==> src/rtl/core/chs_pkg.sv <==
// Shared constants, codes and interface types for the chained hash set.
package chs_pkg;

    localparam int BUCKET_BITS = 6;
    localparam int POOL_NODES  = 256;

    localparam int BUCKETS    = 1 << BUCKET_BITS;
    localparam int NODE_IDX_W = $clog2(POOL_NODES);
    localparam int NODE_BITS  = $clog2(POOL_NODES + 1);
    localparam int ELEM_W     = 64;
    localparam int MULT_W     = 32;
    localparam int COUNT_W    = 9;
    localparam int OP_W       = 2;
    localparam int STATUS_W   = 2;

    localparam logic [NODE_BITS-1:0] NIL_NODE  = NODE_BITS'(POOL_NODES);
    localparam logic [MULT_W-1:0]    MULT_INIT = 32'd2654435761;

    localparam logic [STATUS_W-1:0] ST_OK        = 2'd0;
    localparam logic [STATUS_W-1:0] ST_NOT_FOUND = 2'd1;
    localparam logic [STATUS_W-1:0] ST_FULL      = 2'd2;

    typedef enum logic [OP_W-1:0] {
        OP_ADD      = 2'd0,
        OP_REMOVE   = 2'd1,
        OP_CONTAINS = 2'd2,
        OP_NOP      = 2'd3
    } t_op;

    typedef enum logic [3:0] {
        S_IDLE,
        S_HASH,
        S_HREAD,
        S_HWAIT,
        S_FWAIT,
        S_ADD_WR,
        S_WALK,
        S_CMP,
        S_UNLINK,
        S_FREE,
        S_DONE
    } t_state;

    typedef struct packed {
        logic                   we;
        logic [BUCKET_BITS-1:0] addr;
        logic [NODE_BITS-1:0]   data;
    } t_head_wr;

    typedef struct packed {
        logic                 we_value;
        logic                 we_link;
        logic [NODE_BITS-1:0] addr;
        logic [ELEM_W-1:0]    value;
        logic [NODE_BITS-1:0] link;
    } t_node_wr;

    typedef struct packed {
        logic [ELEM_W-1:0]    value;
        logic [NODE_BITS-1:0] link;
    } t_node_rd;

endpackage

==> src/rtl/core/chs_head_mem.sv <==
// Bucket head memory with per-bucket valid bits; an unwritten bucket reads as empty.
module chs_head_mem (
    input  logic                           i_clk,
    input  logic                           i_rst_n,
    input  logic [chs_pkg::BUCKET_BITS-1:0] i_raddr,
    output logic [chs_pkg::NODE_BITS-1:0]   o_rdata,
    input  chs_pkg::t_head_wr               i_wr
);
    import chs_pkg::*;

    logic [NODE_BITS-1:0] r_mem [BUCKETS];
    logic [BUCKETS-1:0]   r_valid;
    logic [NODE_BITS-1:0] r_rdata;

    always_ff @(posedge i_clk) begin
        if (!i_rst_n) begin
            r_valid <= '0;
        end else if (i_wr.we) begin
            r_valid[i_wr.addr] <= 1'b1;
        end
    end

    always_ff @(posedge i_clk) begin
        if (i_wr.we) begin
            r_mem[i_wr.addr] <= i_wr.data;
        end
        r_rdata <= r_valid[i_raddr] ? r_mem[i_raddr] : NIL_NODE;
    end

    assign o_rdata = r_rdata;

endmodule

==> config.mk <==
export PLATFORM = sky130hd
export DESIGN_NAME = chs_head_mem
export DESIGN_NICKNAME = d
export VERILOG_FILES = /design/src/rtl/core/chs_pkg.sv /design/src/rtl/core/chs_head_mem.sv
export SDC_FILE = /design/constraint.sdc
export NUM_CORES = 1
export LEC_CHECK = 0
export BUFFER_PORTS_ARGS = -buffer_cell sky130_fd_sc_hd__buf_2
export CAP_MARGIN = 0
export CORE_UTILIZATION = 35
export DETAILED_ROUTE_END_ITERATION = 12
export GPL_ROUTABILITY_DRIVEN = 0
export PLACE_DENSITY = 0.48
export REMOVE_ABC_BUFFERS = 1
export SLEW_MARGIN = 20
export SYNTH_ARGS = -nofsm -noshare
export SYNTH_HDL_FRONTEND = slang
export SYNTH_SLANG_ARGS = --single-unit
==> constraint.sdc <==
create_clock -name i_clk -period 2.45 [get_ports i_clk]
set_input_delay 0.1225 -clock i_clk [delete_from_list [all_inputs] [get_ports i_clk]]
set_output_delay 0.1225 -clock i_clk [all_outputs]
set_load 0.03 [all_outputs]
==> impl_metrics.yaml <==
floorplan:
  core_um2: 69200
  num_rows: 96
  die_area_um2: 71600
  die_w_um: 267
  io_pins: 33
  start_util: 0.357
  fp.dieH_um: 267
timing:
  finClkSkew_ns: 0.0123
  fmax_mhz: 460
  relSlewSlack: 0.330
  worst_slew_pin_slew_ns: 1.00
  grt_setup_unrepaired: "no"
  timing.final.crit_share: 0.888
  timing.setup.tns_ns: 0
  final_hold_viol_count: 0
  min_period_ns: 2.18
  finalSetupViolations: 0
  drv_slew: 0
clock_tree:
  htreeDepth: 3
  cts_tree: "built"
  cts_buffer_depth: 3
  ctsResizeCount: 0
  cts_buffers: 74
  clock_sinks: 649
  clkTransAtPathRegs_ns: 0.06
  cts_setup_buffers: 0
  cts_root_buf: "clkbuf_16"
  clkLatencyLatePin_ns: 0.60
pwr:
  clockPowerShare: 0.447
  internal_power_uw: 19100
  switchingPower_uw: 5070
  ir_worst_vdd_mv: 0.476
  p_per_area_nw_per_um2: 821
  switching_share: 0.210
  p_leak_uw: 0.00952
  combPwrFrac: 0.050
  seq_power_share: 0.503
cells_and_area:
  stdcell_area_um2: 29400
  n_fill_cell: 6095
  nets: 1397
  multi_input_area_um2: 5560
  drive_gt1_frac: 0.300
  regArea_um2: 18800
  area_delta_synth_final_pct: 19.1
critical_path:
  r2r_setup_slack_ns: 0.27
  arrival_ns: 2.67
  critical_path_peak_fanout: 1
  rr_worst_depth: 5
  end_kind: "flop"
  cp-start-kind: "flop"
  crit_type: "flop to flop"
  worstPathRequired_ns: 2.95
synth:
  async_flop_share: 0
  synthTopCellsByArea: "edfxtp_1 (70%), mux4_2 (13%), dfxtp_1 (5.9%), a22oi_1 (2.3%), o21a_1 (2.0%)"
  synth_edf_count: 576
  synth_area_per_cell_um2: 20.6
  ys_types: 37
  yosysMostFrequentCell: "edfxtp_1"
  yosys-top-cells-count: "edfxtp_1 (576), mux4_2 (147), a22oi_1 (75)"
  synth_area_um2: 24700
  synth.top_cell.area_share: 0.701
  yosys_warnings: 0
  ys_seq_area_frac: 0.760
  syn_inst: 1197
  ys_ff_latch: 649
  synth_top_area_cell: "edfxtp_1"
  synth-main-ff-cell: "edfxtp_1"
drt:
  drt_iter0_drc: 1008
  detail_route.first_pass.iterations: 5
  antenna_left: 0
  routedWlPerCell_um: 26.9
  routed_wl_um: 63700
  vias: 12500
  drc: 0
  avgViaCountPerCell: 5.26
global_routing:
  grt_max_degree: 65
  antenna_found_initial: 4
  grt_pass1_vias: 12800
  overflow: 0
  grt_usage: 0.182
  grt_pass1_wl_um: 92400
min_path:
  hp-class: "input port to flop"
  hold-path-cell-count: 2
status:
  outcome: "complete, no violations"
placed_design:
  place_hpwl_um: 40600
  placed_area_um2: 27000
  numPortBuffers: 32
job:
  cap_viol_max_count: 0
power groups by stage:
stage | clock [uW] | sequential [uW] | combinational (uW)
2_1_floorplan | 0 | 12400 | 443
3_3_place_gp | 0 | 12400 | 1210
3_5_place_dp | 0 | 12400 | 1220
4_1_cts | 11100 | 12100 | 1230
5_1_grt | 11500 | 12100 | 1280
6_report | 10800 | 12100 | 1200
repair_timing:
| action | CTS | global route |
|---|---|---|
| hold buffers | 1 | 0 |
| setup endpoints to repair | 0 | 0 |
| hold endpoints to repair | 12 | 0 |
layer usage:
layer	vias to the layer above	share of wire	track usage
met2	359	0.45	0.273
met3	95	0.064	0.0451
met5	-	0.00085	0
li1	5371	-	-
met1	6624	0.46	0.263
met4	8	0.022	0.0500
sequential cells by signal (all words and copies together), names as in the netlist:
name,flops
r_mem,576
r_valid,64
o_rdata,9
per-stage QoR:
step                       util  hold slack, ns  power, uW  std cells  worst slack, ns
final                     0.425          0.0415      24100       2367            0.274
after global routing      0.425          0.0248      24900       2366            0.229
after CTS                 0.425          0.0275      24400       2366            0.288
after detailed placement  0.390           0.445      13600       2227          -0.0638
after global placement    0.390           0.438      13600       2227          -0.0864
after floorplan               -           0.221      12800       1126            0.224
cell type report:
cell class,instances,area share
multi-input combinational,476,0.189
antenna,1,0.0000851
sequential,649,0.638
clock buffer,111,0.0756
clock inverter,27,0.00630
inverter,1,0.000128
timing repair buffer,171,0.0510
tap,931,0.0396
cells by family after synthesis:
logic type / Yosys count / synth area share
AO/OA/AOI/OAI: 191 / 0.0539
buffers and inverters: 72 / 0.0147
flip-flops: 649 / 0.760
multiplexers: 166 / 0.149
AND/OR/NAND/NOR: 119 / 0.0225
final timing paths:
path	startpoint	endpoint
hold reg to reg	r_valid[43]	r_valid[43]
hold / removal	i_wr[4]	r_mem[50][4]
setup reg to reg	r_mem[55][8]	o_rdata[8]
setup / recovery	r_mem[55][8]	o_rdata[8]
placed cells by master, fill, tap and decap left out, types with 2 or more instances in the layout:
master,n
edfxtp_1,576
mux4_2,147
buf_4,117
clkbuf_16,82
a22oi_1,75
dfxtp_1,73
o21a_1,65
nor2_1,63
a21oi_1,45
buf_2,29
clkbuf_1,23
buf_12,22
clkinv_2,13
mux4_1,10
nor4_1,9
clkinv_1,9
nand2_1,8
nor2b_1,7
nand3_1,7
nand2b_1,7
mux2i_1,6
clkbuf_8,6
nor3_1,5
nand4_1,3
mux2_2,3
nor3b_1,2
nor2b_2,2
inv_6,2
bufinv_16,2
critical path: stages (launching register included):
cell,delay (ns)
edfxtp_1,0.35
mux4_2,0.48
a22oi_1,0.36
a21oi_1,0.17
or4_1,0.55
a21o_1,0.16
No activity file was read; power rests on OpenSTA's default activity.
