`src/rtl/core/chs_pkg.sv`:
```
// Shared constants, codes and interface types for the chained hash set.
package chs_pkg;

    localparam int BUCKET_BITS = 6;
    localparam int POOL_NODES  = 256;

    localparam int BUCKETS    = 1 << BUCKET_BITS;
    localparam int NODE_IDX_W = $clog2(POOL_NODES);
    localparam int NODE_BITS  = $clog2(POOL_NODES + 1);
    localparam int ELEM_W     = 64;
    localparam int MULT_W     = 32;
    localparam int COUNT_W    = 9;
    localparam int OP_W       = 2;
    localparam int STATUS_W   = 2;

    localparam logic [NODE_BITS-1:0] NIL_NODE  = NODE_BITS'(POOL_NODES);
    localparam logic [MULT_W-1:0]    MULT_INIT = 32'd2654435761;

    localparam logic [STATUS_W-1:0] ST_OK        = 2'd0;
    localparam logic [STATUS_W-1:0] ST_NOT_FOUND = 2'd1;
    localparam logic [STATUS_W-1:0] ST_FULL      = 2'd2;

    typedef enum logic [OP_W-1:0] {
        OP_ADD      = 2'd0,
        OP_REMOVE   = 2'd1,
        OP_CONTAINS = 2'd2,
        OP_NOP      = 2'd3
    } t_op;

    typedef enum logic [3:0] {
        S_IDLE,
        S_HASH,
        S_HREAD,
        S_HWAIT,
        S_FWAIT,
        S_ADD_WR,
        S_WALK,
        S_CMP,
        S_UNLINK,
        S_FREE,
        S_DONE
    } t_state;

    typedef struct packed {
        logic                   we;
        logic [BUCKET_BITS-1:0] addr;
        logic [NODE_BITS-1:0]   data;
    } t_head_wr;

    typedef struct packed {
        logic                 we_value;
        logic                 we_link;
        logic [NODE_BITS-1:0] addr;
        logic [ELEM_W-1:0]    value;
        logic [NODE_BITS-1:0] link;
    } t_node_wr;

    typedef struct packed {
        logic [ELEM_W-1:0]    value;
        logic [NODE_BITS-1:0] link;
    } t_node_rd;

endpackage

```
`src/rtl/core/chs_ctrl.sv`:
```
// Operation sequencer: hashing, chain walk, node allocation and release, result register.
module chs_ctrl (
    input  logic                            i_clk,
    input  logic                            i_rst_n,
    input  logic                            i_valid,
    output logic                            o_ready,
    input  logic [chs_pkg::OP_W-1:0]        i_op,
    input  logic [chs_pkg::ELEM_W-1:0]      i_element,
    output logic                            o_valid,
    input  logic                            i_ready,
    output logic [chs_pkg::STATUS_W-1:0]    o_status,
    output logic                            o_present,
    output logic [chs_pkg::COUNT_W-1:0]     o_count,
    input  logic                            i_cfg_wr_en,
    input  logic [chs_pkg::MULT_W-1:0]      i_cfg_wr_data,
    output logic [chs_pkg::BUCKET_BITS-1:0] o_head_raddr,
    input  logic [chs_pkg::NODE_BITS-1:0]   i_head_rdata,
    output chs_pkg::t_head_wr               o_head_wr,
    output logic [chs_pkg::NODE_BITS-1:0]   o_node_raddr,
    input  chs_pkg::t_node_rd               i_node_rdata,
    output chs_pkg::t_node_wr               o_node_wr
);
    import chs_pkg::*;

    t_state                 r_state, n_state;
    t_op                    r_op;
    logic [ELEM_W-1:0]      r_element;
    logic [MULT_W-1:0]      r_mult;
    logic [BUCKET_BITS-1:0] r_bucket;
    logic [BUCKET_BITS-1:0] n_bucket;
    logic [NODE_BITS-1:0]   r_head, r_cur, r_prev, r_next, r_node;
    logic [NODE_BITS-1:0]   r_free, r_fresh, r_total;
    logic [STATUS_W-1:0]    r_status;
    logic                   r_present;
    logic                   r_o_valid;
    logic [STATUS_W-1:0]    r_o_status;
    logic                   r_o_present;
    logic [COUNT_W-1:0]     r_o_count;
    logic                   accept;
    logic                   out_load;
    logic                   match;

    assign accept   = i_valid && o_ready;
    assign out_load = (r_state == S_DONE) && (!r_o_valid || i_ready);
    assign match    = (i_node_rdata.value == r_element);
    assign n_bucket = r_element[BUCKET_BITS-1:0] * r_mult[BUCKET_BITS-1:0];

    // next state
    always_comb begin
        n_state = r_state;
        case (r_state)
            S_IDLE:   if (i_valid) n_state = S_HASH;
            S_HASH:   n_state = (r_op == OP_NOP) ? S_DONE : S_HREAD;
            S_HREAD:  n_state = S_HWAIT;
            S_HWAIT: begin
                if (r_op == OP_ADD) begin
                    if (r_free != NIL_NODE) begin
                        n_state = S_FWAIT;
                    end else if (r_fresh != NIL_NODE) begin
                        n_state = S_ADD_WR;
                    end else begin
                        n_state = S_DONE;
                    end
                end else begin
                    n_state = S_WALK;
                end
            end
            S_FWAIT:  n_state = S_ADD_WR;
            S_ADD_WR: n_state = S_DONE;
            S_WALK:   n_state = (r_cur == NIL_NODE) ? S_DONE : S_CMP;
            S_CMP: begin
                if (!match) begin
                    n_state = S_WALK;
                end else if (r_op == OP_REMOVE) begin
                    n_state = S_UNLINK;
                end else begin
                    n_state = S_DONE;
                end
            end
            S_UNLINK: n_state = S_FREE;
            S_FREE:   n_state = S_DONE;
            S_DONE:   if (out_load) n_state = S_IDLE;
            default:  n_state = S_IDLE;
        endcase
    end

    // memory access and handshake outputs
    always_comb begin
        o_ready      = 1'b0;
        o_head_raddr = r_bucket;
        o_node_raddr = r_cur;
        o_head_wr    = '0;
        o_node_wr    = '0;
        case (r_state)
            S_IDLE:  o_ready = 1'b1;
            S_HWAIT: o_node_raddr = r_free;
            S_ADD_WR: begin
                o_node_wr.we_value = 1'b1;
                o_node_wr.we_link  = 1'b1;
                o_node_wr.addr     = r_node;
                o_node_wr.value    = r_element;
                o_node_wr.link     = r_head;
                o_head_wr.we       = 1'b1;
                o_head_wr.addr     = r_bucket;
                o_head_wr.data     = r_node;
            end
            S_UNLINK: begin
                if (r_prev == NIL_NODE) begin
                    o_head_wr.we   = 1'b1;
                    o_head_wr.addr = r_bucket;
                    o_head_wr.data = r_next;
                end else begin
                    o_node_wr.we_link = 1'b1;
                    o_node_wr.addr    = r_prev;
                    o_node_wr.link    = r_next;
                end
            end
            S_FREE: begin
                o_node_wr.we_link = 1'b1;
                o_node_wr.addr    = r_cur;
                o_node_wr.link    = r_free;
            end
            default: ;
        endcase
    end

    always_ff @(posedge i_clk) begin
        if (!i_rst_n) begin
            r_state   <= S_IDLE;
            r_mult    <= MULT_INIT;
            r_free    <= NIL_NODE;
            r_fresh   <= '0;
            r_total   <= '0;
            r_o_valid <= 1'b0;
        end else begin
            r_state <= n_state;
            if (i_cfg_wr_en) begin
                r_mult <= i_cfg_wr_data;
            end
            case (r_state)
                S_HWAIT: begin
                    if (r_op == OP_ADD && r_free == NIL_NODE && r_fresh != NIL_NODE) begin
                        r_fresh <= r_fresh + 1'b1;
                    end
                end
                S_FWAIT:  r_free <= i_node_rdata.link;
                S_ADD_WR: r_total <= r_total + 1'b1;
                S_FREE: begin
                    r_free <= r_cur;
                    if (r_total != '0) begin
                        r_total <= r_total - 1'b1;
                    end
                end
                default: ;
            endcase
            if (out_load) begin
                r_o_valid <= 1'b1;
            end else if (i_ready) begin
                r_o_valid <= 1'b0;
            end
        end
    end

    always_ff @(posedge i_clk) begin
        case (r_state)
            S_IDLE: begin
                if (accept) begin
                    r_op      <= t_op'(i_op);
                    r_element <= i_element;
                    r_status  <= ST_OK;
                    r_present <= 1'b0;
                end
            end
            S_HASH: r_bucket <= n_bucket;
            S_HWAIT: begin
                r_head <= i_head_rdata;
                r_cur  <= i_head_rdata;
                r_prev <= NIL_NODE;
                r_node <= (r_free != NIL_NODE) ? r_free : r_fresh;
                if (r_op == OP_ADD && r_free == NIL_NODE && r_fresh == NIL_NODE) begin
                    r_status <= ST_FULL;
                end
            end
            S_WALK: begin
                if (r_cur == NIL_NODE && r_op == OP_REMOVE) begin
                    r_status <= ST_NOT_FOUND;
                end
            end
            S_CMP: begin
                if (match) begin
                    r_next    <= i_node_rdata.link;
                    r_present <= (r_op == OP_CONTAINS);
                end else begin
                    r_prev <= r_cur;
                    r_cur  <= i_node_rdata.link;
                end
            end
            S_DONE: begin
                if (out_load) begin
                    r_o_status  <= r_status;
                    r_o_present <= r_present;
                    r_o_count   <= COUNT_W'(r_total);
                end
            end
            default: ;
        endcase
    end

    assign o_valid   = r_o_valid;
    assign o_status  = r_o_status;
    assign o_present = r_o_present;
    assign o_count   = r_o_count;

`ifndef ASSERT_OFF
    a_total_le_fresh: assert property (@(posedge i_clk) disable iff (!i_rst_n)
        r_total <= r_fresh)
        else $error("element count exceeds nodes handed out");

    a_fresh_range: assert property (@(posedge i_clk) disable iff (!i_rst_n)
        r_fresh <= NIL_NODE)
        else $error("fresh mark beyond pool");

    a_add_node_valid: assert property (@(posedge i_clk) disable iff (!i_rst_n)
        r_state == S_ADD_WR |-> r_node != NIL_NODE)
        else $error("add writes the empty link");

    a_free_node_valid: assert property (@(posedge i_clk) disable iff (!i_rst_n)
        r_state == S_FREE |-> r_cur != NIL_NODE)
        else $error("release of the empty link");

    a_total_step: assert property (@(posedge i_clk) disable iff (!i_rst_n)
        r_state == S_ADD_WR |=> r_total == $past(r_total) + 1'b1)
        else $error("count not advanced on add");
`endif

endmodule

```
`config.mk`:
```
export PLATFORM = sky130hd
export DESIGN_NAME = chs_ctrl
export DESIGN_NICKNAME = d
export VERILOG_FILES = /design/src/rtl/core/chs_pkg.sv /design/src/rtl/core/chs_ctrl.sv
export SDC_FILE = /design/constraint.sdc
export NUM_CORES = 1
export LEC_CHECK = 0
export BUFFER_PORTS_ARGS = -buffer_cell sky130_fd_sc_hd__buf_2
export CAP_MARGIN = 40
export CORE_MARGIN = 2
export CORE_UTILIZATION = 51
export CTS_BUF_LIST = sky130_fd_sc_hd__clkbuf_8
export DETAILED_ROUTE_END_ITERATION = 8
export PLACE_DENSITY = 0.82
export SYNTH_ARGS = -nofsm -noshare
export SYNTH_HDL_FRONTEND = slang
export SYNTH_SLANG_ARGS = --single-unit
```
`constraint.sdc`:
```
create_clock -name i_clk -period 4.3 [get_ports i_clk]
set_input_delay 1.075 -clock i_clk [delete_from_list [all_inputs] [get_ports i_clk]]
set_output_delay 1.075 -clock i_clk [all_outputs]
set_load 0.01 [all_outputs]
```
==> metrics.md, run 1 <==
| Metric | Value |
|---|---|
| First-pass GRT wire length | between 30,000 and 40,000 um |
| # H-tree levels | 4 |
| Gate power share | 16.3% |
| Fill cells | ~1,300 |
| Cells taking the most area after synthesis | edfxtp_1 (47%), dfxtp_1 (9.0%), xnor2_1 (8.2%) |
| Final WS setup | approximately 660 ps |
| Reg power frac | 54.8% |
| Post-CTS Setup Bufs | 0 |
| Die ar. | 17,600 um2 |
| Reg area | 4720 um2 |
| Min-delay src | r_status[0] |
| I/O Buffers | about 290 |
| RSZ-0062 raised after global routing | no |
| Fin nets | about 1,200 |
| Detail Route Antenna Nets | 0 |
| Max-slew violations | 0 |
| WL final | between 20,000 and 25,000 um |
| Critical path capture point type | output port |
| Largest net degree at the start of global routing | 64 |
| Via count | between 6,000 and 7,000 |
| Most frequent cells in the layout | buf_2 (288), edfxtp_1 (132), and2_1 (81) |
| DIE HEIGHT | 133 um |
| Clock tree buffer depth | 2 |
| Cts hold-fix bufs | 0 |
| Leak pwr | 4.76 nW |
| Yosys top cell area share | a little under half |
| Vias/cell | approximately 5.3 |
| Cts bufs inserted | 17 |
| Internal power | ~2.7 mW |
| Synth Flop Type | edfxtp_1 |
| Syn_area_per_cell | about 12 um2 |
| Yosys reg bits | 170 |
| Worst R2R End | o_head_raddr[5] |
| Maximum clock rate | around 0.27 GHz |
| Worst-case hold path end point | o_status[0] |
| Reg2reg setup slack | 840 ps |
| Post-DP HPWL | approximately 17,000 um |
| Slew HR | between 40% and 50% |
| WP data required | 3220 ps |
| NetSw | 1.06 mW |
| Post-Syn Nets | 936 |
| Final core occ | between 60% and 70% |
| Fraction of registers with async set/reset | 0% |
| Pwr dens | 356 nW/um2 |
| Syn Std Cell Area | between 8000 and 9000 um2 |
| MaxCap Viol Count | 0 |
| Post-CTS Resized | 0 |
| Final Setup Violations | 0 |
| Period utilization | 84.7% |
| Crit Reg-Reg Startpoint | r_element[2] |
| Most common cell after layout, fill and taps aside | buf_2 |
| Switching Share | around 28% |
| Max FO, Critical Path | 20 |
| Total GRT Usage | between 20% and 30% |
| CP Launch Type | flip-flop |
| Root Driver | clkbuf_8 |
| Starting DRT DRC Count | 472 |
| Critical path arrival | 2570 ps |
| Setup Skew | between 10 and 15 ps |
| Worst Hold Depth | 0 |
| Status | completed |
| Wire per inst | 17.7 um |
| Row cnt | 47 |
| GP Congestion | roughly 0.87 |
| Min Tclk post-route | roughly 3600 ps |
| Layout cells sized above 1 | between 30% and 40% |
| Worst hold path type | reg -> reg |
| Clock power share | between 20 and 30% |
| Vias in the first global route | between 6,000 and 7,000 |
| Synth Warn # | 0 |
| Growth of design area from synthesis to finish | 25.6% |
| Worst slack, placed | 836 ps |
| Core area | 16,400 um2 |
| Latest clock arrival within the worst-skew pair | 450 ps |
| Setup CP Type | reg -> out |
| Peak VDD IR | between 0.0002 and 0.00025 V |
| CTS tree | built |
| Gr ovfl total | 0 |
| # IOs | ~310 |
| Starting Density | 51.6% |
| Post-synth EDFFs | between 100 and 150 |
| Worst reg2reg path depth | 11 |
| Slew of the pin with the lowest slew margin | roughly 790 ps |
| Yosys top cell by area | edfxtp_1 |
| Sequential element share of the synthesized area | between 50% and 60% |
| DR pass1 iterations | 6 |
| Setup TNS Final | 0 ps |
| Yosys cell types | 53 |
| Multi-input logic area | 3550 um2 |
| CTS clk-pin slew, worst paths | 90 ps |
| Cell count after synthesis | 729 |
| Remaining DRCs | 0 |
| CTS sink cnt | 170 |
| Hold Vio Cnt, Final | 0 |
| Initial antenna violation count | 3 |
| Die width | around 130 um |
| Overall Power | around 3.8 mW |
## through the flow
step | hold WS [ps] | cells | instance area, um2
floorplan | 400 | 729 | 8460
global placement | 407 | 1218 | 10200
detailed placement | 406 | 1224 | 10300
CTS | 428 | 1256 | 10600
global route | 430 | 1259 | 10600
finish | 426 | 1259 | 10600
## worst max-delay path, stage by stage, from the launching register on
cell      delay [ps]
dfxtp_1          630
nor2_1            90
nand3_1           90
buf_4            200
inv_1            210
buf_4            290
a222oi_1         390
inv_1             70
buf_2            140
## power by group through the flow
stage | logic (mW) | registers [mW] | clock network (mW)
2_1_floorplan | 0.383 | 2.07 | 0
3_3_place_gp | 0.584 | 2.11 | 0
3_5_place_dp | 0.618 | 2.11 | 0
4_1_cts | 0.621 | 2.07 | 1.12
5_1_grt | 0.681 | 2.09 | 1.18
6_report | 0.617 | 2.08 | 1.09
## layer usage
metal / wire length [um] / GRT usage (%) / vias up
li1: - / - / 3194
met1: 9620 / 34.8 / 3141
met2: 10400 / 39.0 / 322
met3: 1760 / 6.17 / 37
met4: 522 / 10.2 / 0
met5: 0 / 0 / -
## sequential cells by signal (all words and copies together) (netlist names)
signal and flops:
r_present 1, r_free 9, o_status 2, o_count 9, r_status 2, r_head 9
r_mult 6, r_node 9, r_op 2, r_prev 9, o_valid 1, o_present 1
r_fresh 9, r_total 9, o_head_raddr 6, r_state 4, r_next 9, r_cur 9
r_element 64
## cell usage after synthesis, types with 12 or more instances
cell,number
edfxtp_1,132
nor3_1,12
nor2_1,37
and2_1,82
inv_1,21
xnor2_1,79
a21oi_1,21
dfxtp_1,38
clkbuf_1,19
mux2_2,17
ha_1,16
mux2i_1,12
nand2_1,80
nand4_1,20
## logic make-up after synthesis
group | share of synthesized area (%)
and+or+nand+nor | 18.2
DFF | 55.8
xor gates and xnor gates | 9.11
AOI/OAI and AO/OA | 6.93
buffers and inverters | 2.45
muxes | 3.68
adders and majority gates | 3.78
## how the worst max path moves through the flow
stage | startpoint | to | cells after the start
2_1_floorplan | r_state[0] | r_element[0] | 3
3_3_place_gp | r_element[2] | o_head_raddr[5] | 11
3_5_place_dp | r_element[2] | o_head_raddr[5] | 11
4_1_cts | r_state[1] | o_node_wr[0] | 8
5_1_grt | r_state[1] | o_node_wr[1] | 8
6_report | r_state[1] | o_node_wr[1] | 8
## layout make-up
cell class / count / area share, %
multi-input cells: 509 / 33.3
inverters: 21 / 0.741
repair buffers: 304 / 15.3
diodes: 3 / 0.0706
clock inverters: 15 / 1.34
clock buffers: 17 / 2.20
flip-flops and latches: 170 / 44.4
well taps: 220 / 2.59
Note: power is estimated with default switching activity, not from simulation.
==> run 2: changes to the inputs <==
- ABC_AREA: default -> 1
- CORE_UTILIZATION: 51 -> 47
- PLACE_DENSITY: 0.82 -> 0.79
- clock period: 4.3 -> 3.1 ns (I/O delays scaled with it)
==> metrics.md, run 2 <==
| Metric | Value |
|---|---|
| Largest net degree at the start of global routing | 44 (-31%) |
| Sequential element share of the synthesized area | 52.2% (-3.6 points) |
| DR pass1 iterations | 5 (-1) |
| Overall Power | 6.52 mW (+72%) |
| Compound-gate portion of the synthesized area | 5.53% (-1.4 points) |
| Starting DRT DRC Count | 658 (+39%) |
| Final Setup Violations | 0 (unchanged) |
| Max-slew violations | 0 (unchanged) |
| CTS clk-pin slew, worst paths | 90 ps (about the same) |
| Fin nets | 1,649 (+34%) |
| Slew of the pin with the lowest slew margin | 717 ps (-77.2 ps) |
| Post-Synth Simple-Gate Area | 26.0% (+7.8 points) |
| Via count | 8,296 (+24%) |
| CP Launch Type | flip-flop |
| # IOs | 314 (unchanged) |
| Placed Area | 10,900 um2 (+6.4%) |
| WL final | 25,400 um (+14%) |
| Vias/cell | 4.83 (-9.1%) |
| CP max stage delay | 530 ps (-100 ps) |
| MaxCap Viol Count | 0 (unchanged) |
| CTS sink cnt | 170 (unchanged) |
| Multi-input logic area | 3510 um2 (-1.0%) |
| Slew HR | 52.0% (+5.1 points) |
| # H-tree levels | 4 (unchanged) |
| RSZ-0062 raised after global routing | yes |
| Total GRT Usage | 24.9% (-0.48 points) |
| Reg area | 4730 um2 (about the same) |
| Crit Reg-Reg Startpoint | r_element[3] |
| Synth Area in XOR/XNOR | 3.00% (-6.1 points) |
| Die width | 143 um (+7.5%) |
| Root Driver | clkbuf_8 |
| Period utilization | 97.5% |
| Layout cells sized above 1 | 25.4% (-9.7 points) |
| GP Congestion | 0.918 (+5.3%) |
| Synth Flop Type | edfxtp_1 |
| Max reg flops | 64 (unchanged) |
| Setup CP Type | reg -> reg |
| Post-Syn Nets | 1,341 (+43%) |
| CTS tree | built |
| Fraction of registers with async set/reset | 0% (unchanged) |
| Critical path capture point type | flip-flop |
| Fill cells | 1,659 (+28%) |
| Crit path cell chain | nand2_2 > fa_1 > inv_2 > ha_4 > fa_1 > fa_2 > xnor2_2 > xnor2_1 > xor2_1 > xnor2_1 |
| Latest clock arrival within the worst-skew pair | 480 ps (+30 ps) |
| Core area | 18,800 um2 (+15%) |
| Syn_area_per_cell | 7.98 um2 (-31%) |
| Growth of design area from synthesis to finish | 25.5% |
| I/O Buffers | 287 (unchanged) |
| Slowest CP cell | fa_1 |
| Worst hold path type | reg -> reg |
| Detail Route Antenna Nets | 0 (unchanged) |
| Maximum clock rate | 0.331 GHz |
| Peak VDD IR | 0.000267 V (+25%) |
| Hold Vio Cnt, Final | 0 (unchanged) |
| Biggest register | r_element |
| Wire per inst | 14.8 um (-17%) |
| Worst slack, placed | -114 ps (-950 ps) |
| Pwr dens | 574 nW/um2 (+61%) |
| Syn Std Cell Area | 9050 um2 (+6.9%) |
| Largest family of logic cells by synthesized area | simple AND/OR/NAND/NOR gates |
| Most frequent cells in the layout | nand2_1 (356), buf_2 (287), inv_1 (205) |
| Vias in the first global route | 8,067 (+24%) |
| Critical path arrival | 3240 ps (+670 ps) |
| WP data required | 3320 ps (+100 ps) |
| Yosys top cell area share | 43.8% (-3.0 points) |
| Post-DP HPWL | 19,200 um (+13%) |
| Min-delay src | r_status[0] |
| Row cnt | 50 (+6.4%) |
| DIE HEIGHT | 143 um (+7.5%) |
| Initial antenna violation count | 2 (-1) |
| Yosys reg bits | 170 (unchanged) |
| Die ar. | 20,400 um2 (+16%) |
| Setup Skew | 16.4 ps (+3.34 ps) |
| Post-synthesis adder-cell area fraction | 3.54% (-0.24 points) |
| Remaining DRCs | 0 (unchanged) |
| Final instance area | 11,400 um2 (+6.8%) |
| Min Tclk post-route | 3020 ps |
| Clock tree buffer depth | 2 (unchanged) |
| Status | completed |
| Worst Setup SP | r_element[3] |
| Final WS setup | 76.8 ps (-580 ps) |
| Cts bufs inserted | 17 (unchanged) |
| Gr ovfl total | 0 (unchanged) |
| First-pass GRT wire length | 39,300 um (+15%) |
| Yosys top cell by area | edfxtp_1 |
| Leak pwr | 6.03 nW (+27%) |
| Cell count after synthesis | 1,134 (+56%) |
| Mux contribution to synthesized area | 0% (-3.7 points) |
| Yosys cell types | 33 (-38%) |
| Most frequent cell after synthesis | nand2_1 |
| Cells taking the most area after synthesis | edfxtp_1 (44%), nand2_1 (15%), inv_1 (8.4%) |
| Most frequent cells after synthesis | nand2_1 (359), inv_1 (203), nor2_1 (171) |
| Finished Layout Cells | 1,717 (+36%) |
| Most common cell after layout, fill and taps aside | nand2_1 |
| Starting Density | 48.1% (-3.5 points) |
| Max FO, Critical Path | 4 (-80%) |
| Post-synth EDFFs | 132 (unchanged) |
| Synth Warn # | 0 (unchanged) |
| Placed Cells | 1,680 (+37%) |
## run 2: per-stage QoR
stage          hold WS [ps]  utilization (%)  setup TNS, ps
2_1_floorplan           400                -              0
3_3_place_gp            403             57.9          -34.3
3_5_place_dp            409             57.9           -114
4_1_cts                 432             60.0              0
5_1_grt                 443             60.3          -31.9
6_report                430             60.3              0
## run 2: area by class of cell
type	instances	share of cell area (%)
sequential	170	41.6
multi-input combinational	732	30.9
timing repair buffer	309	14.3
inverter	212	7.02
tap	260	2.87
clock buffer	17	2.06
clock inverter	15	1.15
antenna	2	0.0441
## run 2: where the power goes
group,internal (mW),switching (mW)
sequential,2.97,0.211
combinational,0.656,1.16
clock,0.638,0.880
## run 2: critical path, delay by kind of cell (launching register included)
kind                     cells  cell delay, ps
buffers and inverters        1              50
adder cells (fa/ha/maj)      4            1650
flip-flops                   1             410
XOR/XNOR                     4             590
AND/OR/NAND/NOR              1              70
## run 2: repair_timing
action / in CTS / in global routing
hold buffers: 0 / 0
resized for setup: 2 / 13
setup endpoints to repair: 2 / 19
buffers inserted: 2 / 1
pin swaps: 4 / 8
## run 2: per-layer routing
metal	part of all wire [%]	global-route usage (%)	vias to the layer above
met5	0	0	-
met1	41	31.0	3759
met2	49	42.0	335
met4	2.2	9.02	0
met3	7.8	6.44	43
li1	-	-	4159
## run 2: path summary, 6_finish.rpt
path / end / slack [ps] / cells after the start
setup / recovery: o_head_raddr[5] / 80 / 10
hold / removal: o_status[0] / 430 / 0
setup reg to reg: o_head_raddr[5] / 80 / 10
hold reg to reg: o_status[0] / 430 / 0
## run 2: cell families after synthesis
group                    count (synthesis)
AO/OA/AOI/OAI                           86
XOR/XNOR                                31
adder cells (fa/ha/maj)                 22
buffers and inverters                  232
flip-flops                             170
AND/OR/NAND/NOR                        593
